--- src/rtl/core/fvbb_pkg.sv ---
package fvbb_pkg;

  // Filter and channel configuration.
  localparam int FILTER_LEN   = 10;
  localparam int NUM_CHANNELS = 2;

  // Field widths.
  localparam int PRESS_W = 16;
  localparam int LIMIT_W = 15;
  localparam int FSUM_W  = 20;

  // The channel field is one bit wide, so at most two channels are ever addressed.
  localparam int CH_SLOTS = 2;
  localparam int NCH      = (NUM_CHANNELS < CH_SLOTS) ? NUM_CHANNELS : CH_SLOTS;

  localparam int HIST_DEPTH = NCH * FILTER_LEN;
  localparam int HIST_AW    = (HIST_DEPTH > 1) ? $clog2(HIST_DEPTH) : 1;
  localparam int SLOT_W     = (FILTER_LEN > 1) ? $clog2(FILTER_LEN) : 1;

  // Exact running sum, never narrower than the reported field.
  localparam int SUM_EXACT_W = PRESS_W + $clog2(FILTER_LEN);
  localparam int SUM_W       = (SUM_EXACT_W > FSUM_W) ? SUM_EXACT_W : FSUM_W;
  // Thresholds are FILTER_LEN times an 18 bit signed value.
  localparam int THR_W       = SUM_W + 2;

  localparam logic signed [THR_W-1:0] FILTER_LEN_S = THR_W'(FILTER_LEN);
  localparam logic [HIST_AW-1:0]      CH1_BASE     = HIST_AW'(FILTER_LEN);
  localparam logic [SLOT_W-1:0]       SLOT_LAST    = SLOT_W'(FILTER_LEN - 1);

  // Configuration port.
  localparam int PADDR_W = 5;
  localparam int PDATA_W = 32;

  localparam logic [2:0] REG_SETPOINT_CH0 = 3'd0;
  localparam logic [2:0] REG_SETPOINT_CH1 = 3'd1;
  localparam logic [2:0] REG_DEADBAND     = 3'd2;
  localparam logic [2:0] REG_UNDERSHOOT   = 3'd3;
  localparam logic [2:0] REG_NOISE_FLOOR  = 3'd4;

  localparam logic signed [PRESS_W-1:0] SETPOINT_CH0_RST = 16'sd256;
  localparam logic signed [PRESS_W-1:0] SETPOINT_CH1_RST = -16'sd256;

endpackage

--- src/rtl/core/filtered_valve_bang_bang_control.sv ---
// Moving-average bang-bang valve controller with a deadband.
//
// Input request: channel_i and pressure_i under in_valid_i / in_stall_o. Each
// accepted sample replaces the oldest of its channel's FILTER_LEN samples and
// produces exactly one valve command on the output request: out_channel_o,
// vent_open_o, inflate_open_o and filtered_sum_o under out_valid_o / out_stall_i.
// A sample on a channel that is not present leaves the state alone and yields
// a sealed command with a zero sum.
// After its sample is accepted, a command passes through the RAM stage and then
// into the output register. One sample can be accepted every cycle while
// in_stall_o is low. The history RAM is read and written at the same address in
// the accept cycle, and the per-channel sums are updated in the following stage,
// so back-to-back samples of one channel need no stall. When the receiver stalls,
// the command holds in the output register, one more sample waits in the RAM
// stage, and in_stall_o rises only when both are full. Reset clears the histories
// through per-entry valid bits, zeroes the sums and write slots, and loads the
// registers with their reset values. The registers are written over the APB port;
// the user must change them only while the block is idle, which the block itself
// does not enforce.
module filtered_valve_bang_bang_control
  import fvbb_pkg::*;
(
  input  logic                       clk_i,
  input  logic                       rst_ni,
  // APB configuration port
  input  logic                       psel,
  input  logic                       penable,
  input  logic                       pwrite,
  input  logic [PADDR_W-1:0]         paddr,
  input  logic [PDATA_W-1:0]         pwdata,
  output logic [PDATA_W-1:0]         prdata,
  output logic                       pready,
  // Sample request
  input  logic                       in_valid_i,
  output logic                       in_stall_o,
  input  logic                       channel_i,
  input  logic signed [PRESS_W-1:0]  pressure_i,
  // Command request
  output logic                       out_valid_o,
  input  logic                       out_stall_i,
  output logic                       out_channel_o,
  output logic                       vent_open_o,
  output logic                       inflate_open_o,
  output logic signed [FSUM_W-1:0]   filtered_sum_o
);

  // Configuration registers
  logic signed [PRESS_W-1:0] setpoint_q [CH_SLOTS];
  logic [LIMIT_W-1:0]        deadband_q;
  logic [LIMIT_W-1:0]        undershoot_q;
  logic [LIMIT_W-1:0]        noise_floor_q;
  logic                      cfg_wr;
  logic [2:0]                cfg_idx;

  // Per-channel decision limits derived from the configuration
  logic signed [THR_W-1:0]   thr_hi_q [CH_SLOTS];
  logic signed [THR_W-1:0]   thr_lo_q [CH_SLOTS];
  logic                      seal_q [CH_SLOTS];
  logic                      force_vent_q [CH_SLOTS];

  // Per-channel state kept in flops
  logic signed [SUM_W-1:0]   sum_q [CH_SLOTS];
  logic [SLOT_W-1:0]         slot_q [CH_SLOTS];
  logic [HIST_DEPTH-1:0]     hist_vld_q;

  // Accept stage
  logic                      advance;
  logic                      out_take;
  logic                      accept;
  logic                      in_present;
  logic [SLOT_W-1:0]         cur_slot;
  logic [HIST_AW-1:0]        hist_addr;
  logic [PRESS_W-1:0]        hist_rdata;

  // RAM stage
  logic                      s1_valid_q;
  logic                      s1_ch_q;
  logic                      s1_present_q;
  logic                      s1_hvld_q;
  logic signed [PRESS_W-1:0] s1_press_q;
  logic signed [PRESS_W-1:0] old_sample;
  logic signed [SUM_W-1:0]   sum_new;
  logic signed [THR_W-1:0]   sum_ext;
  logic                      vent_d;
  logic                      infl_d;

  // Output register
  logic                      out_valid_q;
  logic                      out_ch_q;
  logic                      vent_q;
  logic                      infl_q;
  logic signed [FSUM_W-1:0]  fsum_q;

  // ---------------------------------------------------------------------------
  // Configuration port
  // ---------------------------------------------------------------------------
  assign pready  = 1'b1;
  assign cfg_idx = paddr[4:2];
  assign cfg_wr  = psel & penable & pwrite;

  always_ff @(posedge clk_i or negedge rst_ni) begin
    if (!rst_ni) begin
      setpoint_q[0] <= SETPOINT_CH0_RST;
      setpoint_q[1] <= SETPOINT_CH1_RST;
      deadband_q    <= '0;
      undershoot_q  <= '0;
      noise_floor_q <= '0;
    end else if (cfg_wr) begin
      case (cfg_idx)
        REG_SETPOINT_CH0: setpoint_q[0] <= pwdata[PRESS_W-1:0];
        REG_SETPOINT_CH1: setpoint_q[1] <= pwdata[PRESS_W-1:0];
        REG_DEADBAND:     deadband_q    <= pwdata[LIMIT_W-1:0];
        REG_UNDERSHOOT:   undershoot_q  <= pwdata[LIMIT_W-1:0];
        REG_NOISE_FLOOR:  noise_floor_q <= pwdata[LIMIT_W-1:0];
        default: ;
      endcase
    end
  end

  always_comb begin
    case (cfg_idx)
      REG_SETPOINT_CH0: prdata = PDATA_W'(setpoint_q[0]);
      REG_SETPOINT_CH1: prdata = PDATA_W'(setpoint_q[1]);
      REG_DEADBAND:     prdata = PDATA_W'(deadband_q);
      REG_UNDERSHOOT:   prdata = PDATA_W'(undershoot_q);
      REG_NOISE_FLOOR:  prdata = PDATA_W'(noise_floor_q);
      default:          prdata = '0;
    endcase
  end

  // The limits follow the registers in the next cycle, so they are in place when
  // any sample accepted after a write reaches the decision.
  always_ff @(posedge clk_i) begin
    for (int c = 0; c < CH_SLOTS; c++) begin
      thr_hi_q[c] <= (THR_W'(setpoint_q[c]) + $signed(THR_W'(deadband_q))) * FILTER_LEN_S;
      thr_lo_q[c] <= (THR_W'(setpoint_q[c]) - $signed(THR_W'(undershoot_q))) * FILTER_LEN_S;
      seal_q[c]   <= setpoint_q[c][PRESS_W-1];
      force_vent_q[c] <= $signed(THR_W'(setpoint_q[c])) <= $signed(THR_W'(noise_floor_q));
    end
  end

  // ---------------------------------------------------------------------------
  // Handshake
  // ---------------------------------------------------------------------------
  assign out_take   = ~out_valid_q | ~out_stall_i;
  assign advance    = ~s1_valid_q | out_take;
  assign accept     = in_valid_i & advance;
  assign in_stall_o = ~advance;

  // ---------------------------------------------------------------------------
  // Accept stage: read the oldest sample and write the new one in its place
  // ---------------------------------------------------------------------------
  assign in_present = (NCH > 1) ? 1'b1 : ~channel_i;
  assign cur_slot   = slot_q[channel_i];

  always_comb begin
    if (channel_i && (NCH > 1)) begin
      hist_addr = CH1_BASE + HIST_AW'(cur_slot);
    end else begin
      hist_addr = HIST_AW'(cur_slot);
    end
  end

  fvbb_ram #(
    .WIDTH (PRESS_W),
    .DEPTH (HIST_DEPTH)
  ) u_hist_ram (
    .clk_i   (clk_i),
    .we_i    (accept & in_present),
    .waddr_i (hist_addr),
    .wdata_i (pressure_i),
    .re_i    (accept),
    .raddr_i (hist_addr),
    .rdata_o (hist_rdata)
  );

  always_ff @(posedge clk_i or negedge rst_ni) begin
    if (!rst_ni) begin
      hist_vld_q <= '0;
      for (int c = 0; c < CH_SLOTS; c++) begin
        slot_q[c] <= '0;
      end
    end else if (accept && in_present) begin
      hist_vld_q[hist_addr] <= 1'b1;
      slot_q[channel_i]     <= (cur_slot == SLOT_LAST) ? '0 : cur_slot + SLOT_W'(1);
    end
  end

  always_ff @(posedge clk_i or negedge rst_ni) begin
    if (!rst_ni) begin
      s1_valid_q <= 1'b0;
    end else if (advance) begin
      s1_valid_q <= in_valid_i;
    end
  end

  always_ff @(posedge clk_i) begin
    if (accept) begin
      s1_ch_q      <= channel_i;
      s1_present_q <= in_present;
      s1_hvld_q    <= hist_vld_q[hist_addr];
      s1_press_q   <= pressure_i;
    end
  end

  // ---------------------------------------------------------------------------
  // RAM stage: update the running sum and decide the valve command
  // ---------------------------------------------------------------------------
  assign old_sample = s1_hvld_q ? hist_rdata : '0;
  assign sum_new    = sum_q[s1_ch_q] + SUM_W'(s1_press_q) - SUM_W'(old_sample);
  assign sum_ext    = THR_W'(sum_new);

  always_comb begin
    vent_d = 1'b0;
    infl_d = 1'b0;
    if (!s1_present_q || seal_q[s1_ch_q]) begin
      vent_d = 1'b0;
    end else if (force_vent_q[s1_ch_q]) begin
      vent_d = 1'b1;
    end else if (sum_ext > thr_hi_q[s1_ch_q]) begin
      vent_d = 1'b1;
    end else if (sum_ext < thr_lo_q[s1_ch_q]) begin
      infl_d = 1'b1;
    end
  end

  always_ff @(posedge clk_i or negedge rst_ni) begin
    if (!rst_ni) begin
      for (int c = 0; c < CH_SLOTS; c++) begin
        sum_q[c] <= '0;
      end
    end else if (s1_valid_q && out_take && s1_present_q) begin
      sum_q[s1_ch_q] <= sum_new;
    end
  end

  // ---------------------------------------------------------------------------
  // Output register
  // ---------------------------------------------------------------------------
  always_ff @(posedge clk_i or negedge rst_ni) begin
    if (!rst_ni) begin
      out_valid_q <= 1'b0;
    end else if (out_take) begin
      out_valid_q <= s1_valid_q;
    end
  end

  always_ff @(posedge clk_i) begin
    if (s1_valid_q && out_take) begin
      out_ch_q <= s1_ch_q;
      vent_q   <= vent_d;
      infl_q   <= infl_d;
      fsum_q   <= s1_present_q ? sum_new[FSUM_W-1:0] : '0;
    end
  end

  assign out_valid_o    = out_valid_q;
  assign out_channel_o  = out_ch_q;
  assign vent_open_o    = vent_q;
  assign inflate_open_o = infl_q;
  assign filtered_sum_o = fsum_q;

endmodule

--- src/rtl/core/fvbb_ram.sv ---
module fvbb_ram #(
  parameter int WIDTH = 16,
  parameter int DEPTH = 20,
  parameter int AW    = (DEPTH > 1) ? $clog2(DEPTH) : 1
) (
  input  logic             clk_i,
  input  logic             we_i,
  input  logic [AW-1:0]    waddr_i,
  input  logic [WIDTH-1:0] wdata_i,
  input  logic             re_i,
  input  logic [AW-1:0]    raddr_i,
  output logic [WIDTH-1:0] rdata_o
);

  logic [WIDTH-1:0] mem [DEPTH];
  logic [WIDTH-1:0] rdata_q;

  // A read and a write to the same address in one cycle return the old data.
  always_ff @(posedge clk_i) begin
    if (we_i) begin
      mem[waddr_i] <= wdata_i;
    end
    if (re_i) begin
      rdata_q <= mem[raddr_i];
    end
  end

  assign rdata_o = rdata_q;

endmodule
--- config.mk ---
export PLATFORM = sky130hd
export DESIGN_NAME = filtered_valve_bang_bang_control
export DESIGN_NICKNAME = d
export VERILOG_FILES = /design/src/rtl/core/fvbb_pkg.sv /design/src/rtl/core/filtered_valve_bang_bang_control.sv /design/src/rtl/core/fvbb_ram.sv
export SDC_FILE = /design/constraint.sdc
export NUM_CORES = 1
export LEC_CHECK = 0
export BUFFER_PORTS_ARGS = -buffer_cell sky130_fd_sc_hd__buf_2
export CAP_MARGIN = 10
export CORE_UTILIZATION = 30
export CTS_BUF_LIST = sky130_fd_sc_hd__clkbuf_16
export DETAILED_ROUTE_END_ITERATION = 12
export SYNTH_ARGS = -nofsm -noshare
export SYNTH_HDL_FRONTEND = slang
export SYNTH_SLANG_ARGS = --single-unit
--- constraint.sdc ---
create_clock -name clk_i -period 7.6 [get_ports clk_i]
set_input_delay 1.14 -clock clk_i [delete_from_list [all_inputs] [get_ports clk_i]]
set_output_delay 1.14 -clock clk_i [all_outputs]
set_load 0.01 [all_outputs]
After elaboration in Yosys (flattened, before gate mapping)
Memories as Yosys holds them, arrays and structs flattened. A register that Yosys moved wholly into a read port is not among the register bits.
Cells that the tools add are included.
Word-level totals
  flip-flop bits (word level): 188
  memory bits (writable): 408
  input bits: 61
  output and inout port bits: 58
  logic and storage cells: 103
  memories kept: 5
Memory list
  u_hist_ram.mem: words 20, bits a word 16, rd ports 1, clocked after Yosys merged registers in 1, wr ports 1, RTL line fvbb_ram.sv:15  | logic [WIDTH-1:0] mem [DEPTH];
  thr_hi_q: words 2, bits a word 21, rd ports 1, clocked after Yosys merged registers in 1, wr ports 2, RTL line filtered_valve_bang_bang_control.sv:56  | logic signed [THR_W-1:0] thr_hi_q [CH_SLOTS];
  thr_lo_q: words 2, bits a word 21, rd ports 1, clocked after Yosys merged registers in 1, wr ports 2, RTL line filtered_valve_bang_bang_control.sv:57  | logic signed [THR_W-1:0] thr_lo_q [CH_SLOTS];
  force_vent_q: words 2, bits a word 1, rd ports 1, clocked after Yosys merged registers in 1, wr ports 2, RTL line filtered_valve_bang_bang_control.sv:59  | logic force_vent_q [CH_SLOTS];
  seal_q: words 2, bits a word 1, rd ports 1, clocked after Yosys merged registers in 1, wr ports 2, RTL line filtered_valve_bang_bang_control.sv:58  | logic seal_q [CH_SLOTS];
Cells by class
  add/sub/neg operators: 8
  $mul: 4
  order comparisons: 10
  eq/ne operators: 5
  mux-type cells: 29
  bitwise logic cells: 12
  reduce and logical (&&, ||, !) cells: 11
Operators by type and width (number)
  $pmux 32 s5: 1
  $mul 17x4->21 const B: 4
  $mux 20: 4
  $bwmux 40: 1
  $add 16x16->17: 2
  $sub 16x16->17: 2
  $le 16x16->1: 2
  $gt 20x22->1: 1
  $lt 20x22->1: 1
  $add 20x16->20: 1
  $demux 20 s1: 1
  $mux 4: 5
  $or 20x20->20: 1
  $sub 20x16->20: 1
  $mux 16: 1
  $mux 1: 11
  $reduce_and 2->1: 5
  $bwmux 8: 1
  $eq 3x2->1 const B: 2
  $lt 5x6->1 const B: 1
  $add 4x4->5 const A: 1
  $bmux 1 s5: 1
  $demux 1 s5: 1
  $ge 5x1->1 const B: 1
  other kinds (15): 27

Depth between registers and ports, before layout
Gate-level depths: netlist of run 1.
  depth in word-level cells: 11
  gate-level depth with buffers: 25
  mapped depth without buffers: 23

By module
Synthesis of run 1 repeated with hierarchy kept, for this count alone.
Second synthesis, totals
  cells, all modules: 2604
  area, all modules: 32434.9 µm²
By module, submodules not included
  filtered_valve_bang_bang_control: times used 1, cells each 1922, area an instance 19493.7 µm², seq. area each 6702.7 µm²
  fvbb_ram: times used 1, cells each 682, area an instance 12941.2 µm², seq. area each 10089.7 µm²

Least setup slack after synthesis of run 1
Ideal clock, no wire load.
  path kind: flip-flop to flip-flop
  start point: reg s1_ch_q
  end point: reg infl_q (netlist: inflate_open_o) (data pin)
  library setup time: 0.256 ns
  arrival: 5.050 ns
  data required time: 7.344 ns
  path slack: 2.293 ns
  cell stages (with the launch flop): 24
  path buffers: 2
  clock period less this slack: 5.307 ns
  path through: edfxtp_1 -> clkbuf_1 -> clkbuf_1 -> mux2_2 -> fa_1 -> ha_1 -> a21oi_2 -> o21ai_1 -> a211o_1 -> a21oi_2 -> o311ai_2 -> a221oi_2 -> and2b_1 -> xnor2_1 -> ha_1 -> and4_1 -> nand4_1 -> a311oi_1 -> o31a_1 -> nor3_1 -> nor3_1 -> o21ai_0 -> a21bo_1 -> and4b_1
On the way
  cells in the longest elaborated chain, start to end: 8
  elaborated cells on any way between the ends: 10
  those cells by class: add/sub (2); order compare (2); mux (4); bitwise (1); reduce/logical (1)
Ends and longest elaborated chain
  from (decl): RTL line filtered_valve_bang_bang_control.sv:77  | logic s1_ch_q;
  from (signal assigned): RTL line filtered_valve_bang_bang_control.sv:199  | s1_ch_q <= channel_i;
  $not 1->2 (implied by the code) *: RTL line filtered_valve_bang_bang_control.sv:210  | assign sum_new = sum_q[s1_ch_q] + SUM_W'(s1_press_q) - SUM_W'(old_sample);
  $mux 20 (implied by the code) * (3 in a row): RTL line filtered_valve_bang_bang_control.sv:210
  $add 20x16->20 *: RTL line filtered_valve_bang_bang_control.sv:210
  $sub 20x16->20 *: RTL line filtered_valve_bang_bang_control.sv:210
  via sum_new[16]: RTL line filtered_valve_bang_bang_control.sv:82  | logic signed [SUM_W-1:0] sum_new;
  $gt 20x22->1 or $lt 20x22->1 (tied branches): RTL line filtered_valve_bang_bang_control.sv:220, filtered_valve_bang_bang_control.sv:222
  $reduce_or 3->1 (no source line) or $mux 1 (tied branches)
  to (signal assigned): RTL line filtered_valve_bang_bang_control.sv:252  | infl_q <= infl_d;
  to (decl): RTL line filtered_valve_bang_bang_control.sv:91  | logic infl_q;
Mark *: on every way through the listed nets, which the timed path passes. The rest lies on a longest branch. The select of a mux whose other input is x is not followed.
A chain may end at the register's enable or synchronous reset.

Final worst setup path of run 1
Ends and elaborated chain as after synthesis.

==> results.py, run 1 <==
metrics = {
    "run_status": {
        "status": "finished, final reports clean",
    },
    "place": {
        "dp_slack_ps": 1780,
        "portBuffers": 99,
        "placed_cells": 3957,
        "gp_congestion": 0.851,
        "hpwl_mm": 52.2,
    },
    "sta": {
        "final.setup.worst_slack_ps": 1730,
        "hold_viol": 0,
        "worst_pin_slew_ps": 1120,
        "setup_tns_ps": 0,
        "period_minus_slack_ps": 5870,
        "drv_slew": 0,
        "setup_viol": 0,
        "rsz0062_at_grt": "no",
        "post-route-period-util_pct": 77.3,
        "fmax_mhz": 170,
        "clock_skew_ps": 41.7,
        "relSlewSlack_pct": 25.4,
    },
    "synth": {
        "ys_seq_area_share_pct": 52.0,
        "synth_edf_count": 377,
        "yosys_register_bits": 613,
        "ys_types": 82,
        "ys_warn_count": 0,
        "ys.flop_type": "edfxtp_1",
        "synth_area_leaders": "edfxtp_1 (35%), ha_1 (11%), dfrtp_1 (11%)",
        "yosys.area.top_type": "edfxtp_1",
        "yosysMostFrequentCell": "edfxtp_1",
        "synthCells": 2514,
        "syn_avg_cell_area_sq_um": 12.8,
        "synth_commonest_cells": "edfxtp_1 (377), ha_1 (278), nand2_1 (190)",
        "syn_nets": 2880,
        "synth.top_cell.area_share_pct": 35.1,
        "mappedNetlistArea_sq_um": 32300,
        "ys_async_sr_fraction_pct": 24.0,
    },
    "setup_path": {
        "rrSetupSlack_ps": 1730,
        "worstSetupStartpointType": "flop",
        "cp.required_ps": 7970,
        "crit_type": "flop to flop",
        "cpLargestDelayFamily": "compound AO/OA/AOI/OAI gates",
        "end_kind": "flop",
        "cpPeakStageDelay_ps": 440,
        "critPathBufInv": 1,
        "slowest_stage": "fa_1",
        "critPathMaxFanout": 22,
        "arrival_ps": 6250,
        "crit_chain": "buf_4 -> mux2_2 -> fa_1 -> ha_1 -> a21oi_2 -> o21ai_1 -> a211o_1 -> a21oi_2 -> o311ai_2 -> a221oi_2 -> and2b_1 -> xnor2_1 -> ha_1 -> and4_1 -> nand4_1 -> a311oi_1 -> o31a_1 -> nor3_1 -> nor3_1 -> o21ai_0 -> a21bo_1 -> and4b_1",
    },
    "routing": {
        "drt_iter0_drc": 1303,
        "vias_per_cell": 4.82,
        "drcViolationCount": 0,
        "firstDrtPassIters": 5,
        "ant_nets": 0,
        "wl_mm": 74.5,
        "wl_per_cell_microns": 18.3,
        "num_vias": 19700,
    },
    "layout": {
        "nFillCells": 10300,
        "syn_to_final_growth_pct": 13.5,
        "final_cells": 4082,
        "fin_util_pct": 34.5,
        "drive_above_1_share_pct": 18.5,
        "layout.nets": 3001,
    },
    "clocking": {
        "cts_tree": "done",
        "cts_buffers": 67,
        "cts_root_buf": "clkbuf_16",
        "cts_setup_buffers": 0,
        "clkSlewWorstSetupHoldPaths_ps": 60,
        "cts.path.max_buffers": 3,
        "htreeDepth": 3,
        "hold_buffers": 0,
        "cts_sinks": 613,
        "ctsResizeCount": 0,
        "clock_latency_ps": 650,
    },
    "global_route": {
        "met1_usage_pct": 19.1,
        "grt_use_met2_pct": 22.0,
        "globalRoute.busiestLayer": "met2",
        "overflow": 0,
        "grt_pass1_wl_mm": 114,
        "grt_max_degree": 85,
        "grt_use_met3_pct": 2.18,
        "groute.usage.overall_pct": 13.7,
        "antenna_found_initial": 5,
        "grt_pass1_vias": 19400,
    },
    "hold_path": {
        "min_path_type": "flop to flop",
    },
    "die": {
        "start_util_pct": 30.4,
        "coreArea_sq_um": 106000,
        "die_x_microns": 330,
        "std_cell_rows": 119,
        "die_area_sq_um": 109000,
        "die_h_microns": 330,
        "pin_count": 119,
    },
    "run": {
        "drv_cap": 0,
    },
}
-- layout make-up --
class                   count  area, sq um  share of cell area, %
repair buffers            137          800                   2.18
diodes                      1         2.50                0.00683
well taps                1391         1740                   4.75
clock inverters            56          482                   1.32
inverters                 112          420                   1.15
multi-input cells        1704        14700                   40.1
clock buffers              68         1700                   4.65
flip-flops and latches    613        16800                   45.9
-- placed cells by master (no fill, tap or decap), types with 22 or more instances in the layout --
| cell | netlist | layout |
|---|---|---|
| a21o_1 | 29 | 29 |
| a21oi_1 | 126 | 124 |
| and3_1 | 26 | 26 |
| buf_2 | 13 | 98 |
| buf_4 | 17 | 37 |
| clkbuf_16 | 0 | 68 |
| dfrtp_1 | 138 | 138 |
| dfxtp_1 | 89 | 88 |
| edfxtp_1 | 377 | 377 |
| fa_1 | 27 | 27 |
| ha_1 | 278 | 278 |
| inv_1 | 112 | 132 |
| mux2_2 | 119 | 119 |
| mux2i_1 | 82 | 82 |
| mux4_2 | 86 | 86 |
| nand2_1 | 190 | 190 |
| nand3_1 | 67 | 67 |
| nor2_1 | 132 | 131 |
| nor2b_1 | 24 | 22 |
| nor3_1 | 41 | 41 |
| o21a_1 | 24 | 23 |
| o21ai_0 | 88 | 88 |
| or2_2 | 22 | 22 |
| or3_1 | 22 | 22 |
| xnor2_1 | 101 | 101 |
| xor2_1 | 26 | 26 |
-- routing by layer --
metal,wire [microns],vias to the layer above
met2,34500,329
met5,0,-
met1,35000,9624
met4,1580,0
li1,-,9617
met3,3500,89
-- final timing paths --
path / start / end / cells after the start
worst max-delay path: s1_ch_q / inflate_open_o / 22
max in group asynchronous: rst_ni / sum_q[24] / 2
worst min-delay path: hist_vld_q[15] / hist_vld_q[15] / 1
min in group asynchronous: rst_ni / deadband_q[12] / 1
worst max register to register: s1_ch_q / inflate_open_o / 22
worst min register to register: hist_vld_q[15] / hist_vld_q[15] / 1
-- cells by family after synthesis --
| logic type | after synthesis | share of synthesized area (%) |
|---|---|---|
| adders and majority gates | 306 | 12.5 |
| xor gates and xnor gates | 128 | 3.50 |
| other | 1 | 0.0116 |
| and+or+nand+nor | 585 | 8.52 |
| AOI/OAI and AO/OA | 395 | 8.09 |
| muxes | 289 | 12.8 |
| buffers and inverters | 197 | 2.57 |
| DFF | 613 | 52.0 |
-- state kept, by name (all words and copies together) (netlist names), 2 cells and up, named ones only --
| register | count |
|---|---|
| seal_q | 2 |
| deadband_q | 15 |
| sum_q | 40 |
| slot_q | 8 |
| thr_lo_q | 42 |
| setpoint_q | 32 |
| force_vent_q | 2 |
| u_hist_ram.mem | 320 |
| noise_floor_q | 15 |
| hist_vld_q | 20 |
| undershoot_q | 15 |
| u_hist_ram.rdata_o | 16 |
| s1_press_q | 16 |
| filtered_sum_o | 20 |
| thr_hi_q | 42 |
-- stage by stage --
step / hold slack, ps / area, sq um
6_report: 463 / 36600
4_1_cts: 466 / 36600
3_5_place_dp: 448 / 34400
3_3_place_gp: 446 / 34400
5_1_grt: 472 / 36600
2_1_floorplan: 345 / 32300
-- worst register-to-register path, delay by kind of cell, from the launching register on --
kind                     cells  cell delay [ps]
AND/OR/NAND/NOR              6              920
adder cells (fa/ha/maj)      3             1170
multiplexers                 1              410
flip-flops                   1              370
XOR/XNOR                     1              170
buffers and inverters        1              380
AO/OA/AOI/OAI               10             2190
Power of run 1 is not shown: default switching activity piles up to over one toggle a cycle in this logic, so the estimate is an artifact.
==> run 2, diff against run 1 <==
--- a/config.mk
+++ b/config.mk
@@ -5,6 +5,7 @@
 export SDC_FILE = /design/constraint.sdc
 export NUM_CORES = 1
 export LEC_CHECK = 0
+export ABC_AREA = 1
 export BUFFER_PORTS_ARGS = -buffer_cell sky130_fd_sc_hd__buf_2
 export CAP_MARGIN = 10
 export CORE_UTILIZATION = 30
==> constraint.sdc (replaced) <==
create_clock -name clk_i -period 5.1 [get_ports clk_i]
set_input_delay 0.765 -clock clk_i [delete_from_list [all_inputs] [get_ports clk_i]]
set_output_delay 0.765 -clock clk_i [all_outputs]
set_load 0.01 [all_outputs]
==> results.py, run 2 <==
metrics = {
    "run_status": {
        "status": "finished, violations left",
        "failed_checks": "design-rule violations",
    },
    "synth": {
        "syn_nets": 3500,
        "synthCells": 3134,
        "yosysMostFrequentCell": "nand2_1",
        "ys_warn_count": 0,
        "mappedNetlistArea_sq_um": 32000,
        "ys_async_sr_fraction_pct": 24.0,
        "yosys.area.top_type": "edfxtp_1",
        "synth_commonest_cells": "nand2_1 (724), edfxtp_1 (377), inv_1 (287)",
        "synth_edf_count": 377,
        "synth.top_cell.area_share_pct": 35.4,
        "syn_avg_cell_area_sq_um": 10.2,
        "ys_types": 66,
        "yosys_register_bits": 613,
        "ys.flop_type": "edfxtp_1",
        "ys_seq_area_share_pct": 52.5,
        "synth_area_leaders": "edfxtp_1 (35%), ha_1 (11%), dfrtp_1 (11%)",
    },
    "clocking": {
        "htreeDepth": 3,
        "cts_tree": "done",
        "cts_setup_buffers": 0,
        "clkSlewWorstSetupHoldPaths_ps": 60,
        "cts.path.max_buffers": 3,
        "cts_buffers": 68,
        "cts_sinks": 613,
        "clock_latency_ps": 640,
        "cts_root_buf": "clkbuf_16",
    },
    "layout": {
        "layout_commonest_cell": "nand2_1",
        "final_cell_mix": "nand2_1 (724), edfxtp_1 (377), inv_1 (299)",
        "regMostFlops": "u_hist_ram.mem",
        "largest_reg_flops": 320,
        "drive_above_1_share_pct": 9.24,
        "diodes": 0,
        "syn_to_final_growth_pct": 14.1,
        "layout.nets": 3632,
        "fin_util_pct": 34.6,
        "reg_top3": "u_hist_ram.mem (320), thr_hi_q (42), thr_lo_q (42)",
    },
    "routing": {
        "drt_iter0_drc": 1675,
        "wl_mm": 82.8,
        "vias_per_cell": 4.80,
        "num_vias": 22600,
        "wl_per_cell_microns": 17.6,
        "ant_nets": 0,
        "drcViolationCount": 11,
        "firstDrtPassIters": 12,
    },
    "setup_path": {
        "critPathMaxFanout": 37,
        "arrival_ps": 5120,
        "crit_type": "flop to flop",
        "cp.required_ps": 5490,
        "reg2reg_from": "s1_ch_q",
        "r2r_cells": 30,
        "cpPeakStageDelay_ps": 500,
        "slowest_stage": "fa_1",
        "rrSetupSlack_ps": 360,
        "end_kind": "flop",
        "cp_common_cell": "nand2_1",
        "worstSetupStartpointType": "flop",
        "critPathBufInv": 3,
        "rr_endpoint": "inflate_open_o",
        "cpLargestDelayFamily": "simple AND/OR/NAND/NOR gates",
    },
    "sta": {
        "worst_pin_slew_ps": 1120,
        "fmax_mhz": 211,
        "drv_slew": 0,
        "rsz0062_at_grt": "no",
        "relSlewSlack_pct": 25.3,
        "hold_viol": 0,
        "clock_skew_ps": 29.4,
        "post-route-period-util_pct": 92.9,
        "setup_tns_ps": 0,
        "setup_viol": 0,
        "final.setup.worst_slack_ps": 363,
        "holdWs_ps": 98.6,
        "period_minus_slack_ps": 4740,
    },
    "place": {
        "hpwl_mm": 59.5,
        "dp_slack_ps": 342,
        "portBuffers": 99,
        "gp_congestion": 0.881,
    },
    "hold_path": {
        "min_path_type": "primary input to asynchronous set/reset pin",
    },
    "global_route": {
        "grt_max_degree": 60,
        "groute.usage.overall_pct": 15.2,
        "antenna_found_initial": 2,
        "overflow": 0,
        "grt_pass1_wl_mm": 127,
        "grt_pass1_vias": 21600,
    },
    "die": {
        "std_cell_rows": 119,
        "coreArea_sq_um": 106000,
        "start_util_pct": 30.3,
        "die_area_sq_um": 108000,
        "die_x_microns": 329,
        "pin_count": 119,
        "die_h_microns": 329,
    },
    "power": {
        "power_leakage_uw": 0.0159,
        "power_density_nw_per_um2": 753,
        "p_total_uw": 27500,
        "vdd_drop_max_uv": 667,
    },
    "run": {
        "drv_cap": 0,
    },
}
[run 2: cell count changes after synthesis, sizes merged, moves of 27 or more]
cell	delta
xor2	+68
nand4	+27
xnor2	-62
mux2i	-41
a22oi	+80
inv	+182
mux2	-120
mux4	-86
a21oi	+55
nand2	+544
o21ai	+138
[run 2: layout make-up]
cell class,instances,area (sq um)
Clock inverter,56,581
Sequential cell,613,16800
Multi-Input combinational cell,2126,13500
Timing Repair Buffer,159,993
Clock buffer,69,1730
Inverter,298,1120
Fill cell,10600,69100
Tap cell,1391,1740
[run 2: where the power goes]
| part | switching, uW | internal (uW) | total, uW |
|---|---|---|---|
| logic | 9770 | 5640 | 15400 |
| registers | 474 | 6580 | 7050 |
| clock network | 2110 | 2910 | 5020 |
| total | 12400 | 15100 | 27500 |
[run 2: worst max-delay path by stage]
stage            start        endpoint  slack (ps)  cells past startpoint
6_report       s1_ch_q  inflate_open_o         360                     30
3_5_place_dp   s1_ch_q  inflate_open_o         340                     29
5_1_grt        s1_ch_q  inflate_open_o          40                     29
2_1_floorplan  s1_ch_q  inflate_open_o         850                     31
3_3_place_gp   s1_ch_q  inflate_open_o         360                     29
4_1_cts        s1_ch_q  inflate_open_o         330                     29
[run 2: metal layers]
layer | global-route usage, % | share of wire, % | wire (microns) | vias to the layer above
met5 | 0 | 0 | 0 | -
met4 | 4.54 | 2.2 | 1800 | 0
met3 | 2.09 | 4.5 | 3740 | 114
met2 | 24.6 | 47 | 38600 | 487
met1 | 21.1 | 47 | 38700 | 10900
li1 | - | - | - | 11100
[run 2: cell families (layout without fill, tap and decap cells)]
| family | after synthesis | in the layout | synth area share (%) |
|---|---|---|---|
| simple gates | 1018 | 1018 | 13.1 |
| xor+xnor | 134 | 134 | 3.67 |
| mux | 42 | 42 | 1.31 |
| compound gates | 626 | 626 | 11.6 |
| other cells | 1 | 1 | 0.0117 |
| buf+inv | 395 | 582 | 5.23 |
| fa+ha+maj | 305 | 305 | 12.6 |
| flops | 613 | 613 | 52.5 |
[run 2: per-stage QoR]
stage,instances,cell area (sq um)
after floorplan,3134,32000
after CTS,4712,36500
final,4712,36500
after detailed placement,4587,34200
after global placement,4587,34200
after global routing,4712,36500
[run 2: timing repair]
item,4_1_cts,5_1_grt
hold endpoints to repair,0,0
endpoints found under the setup margin,0,1
hold buffers,0,0
gates resized for setup,0,1
No activity file was read; power rests on OpenSTA's default activity.
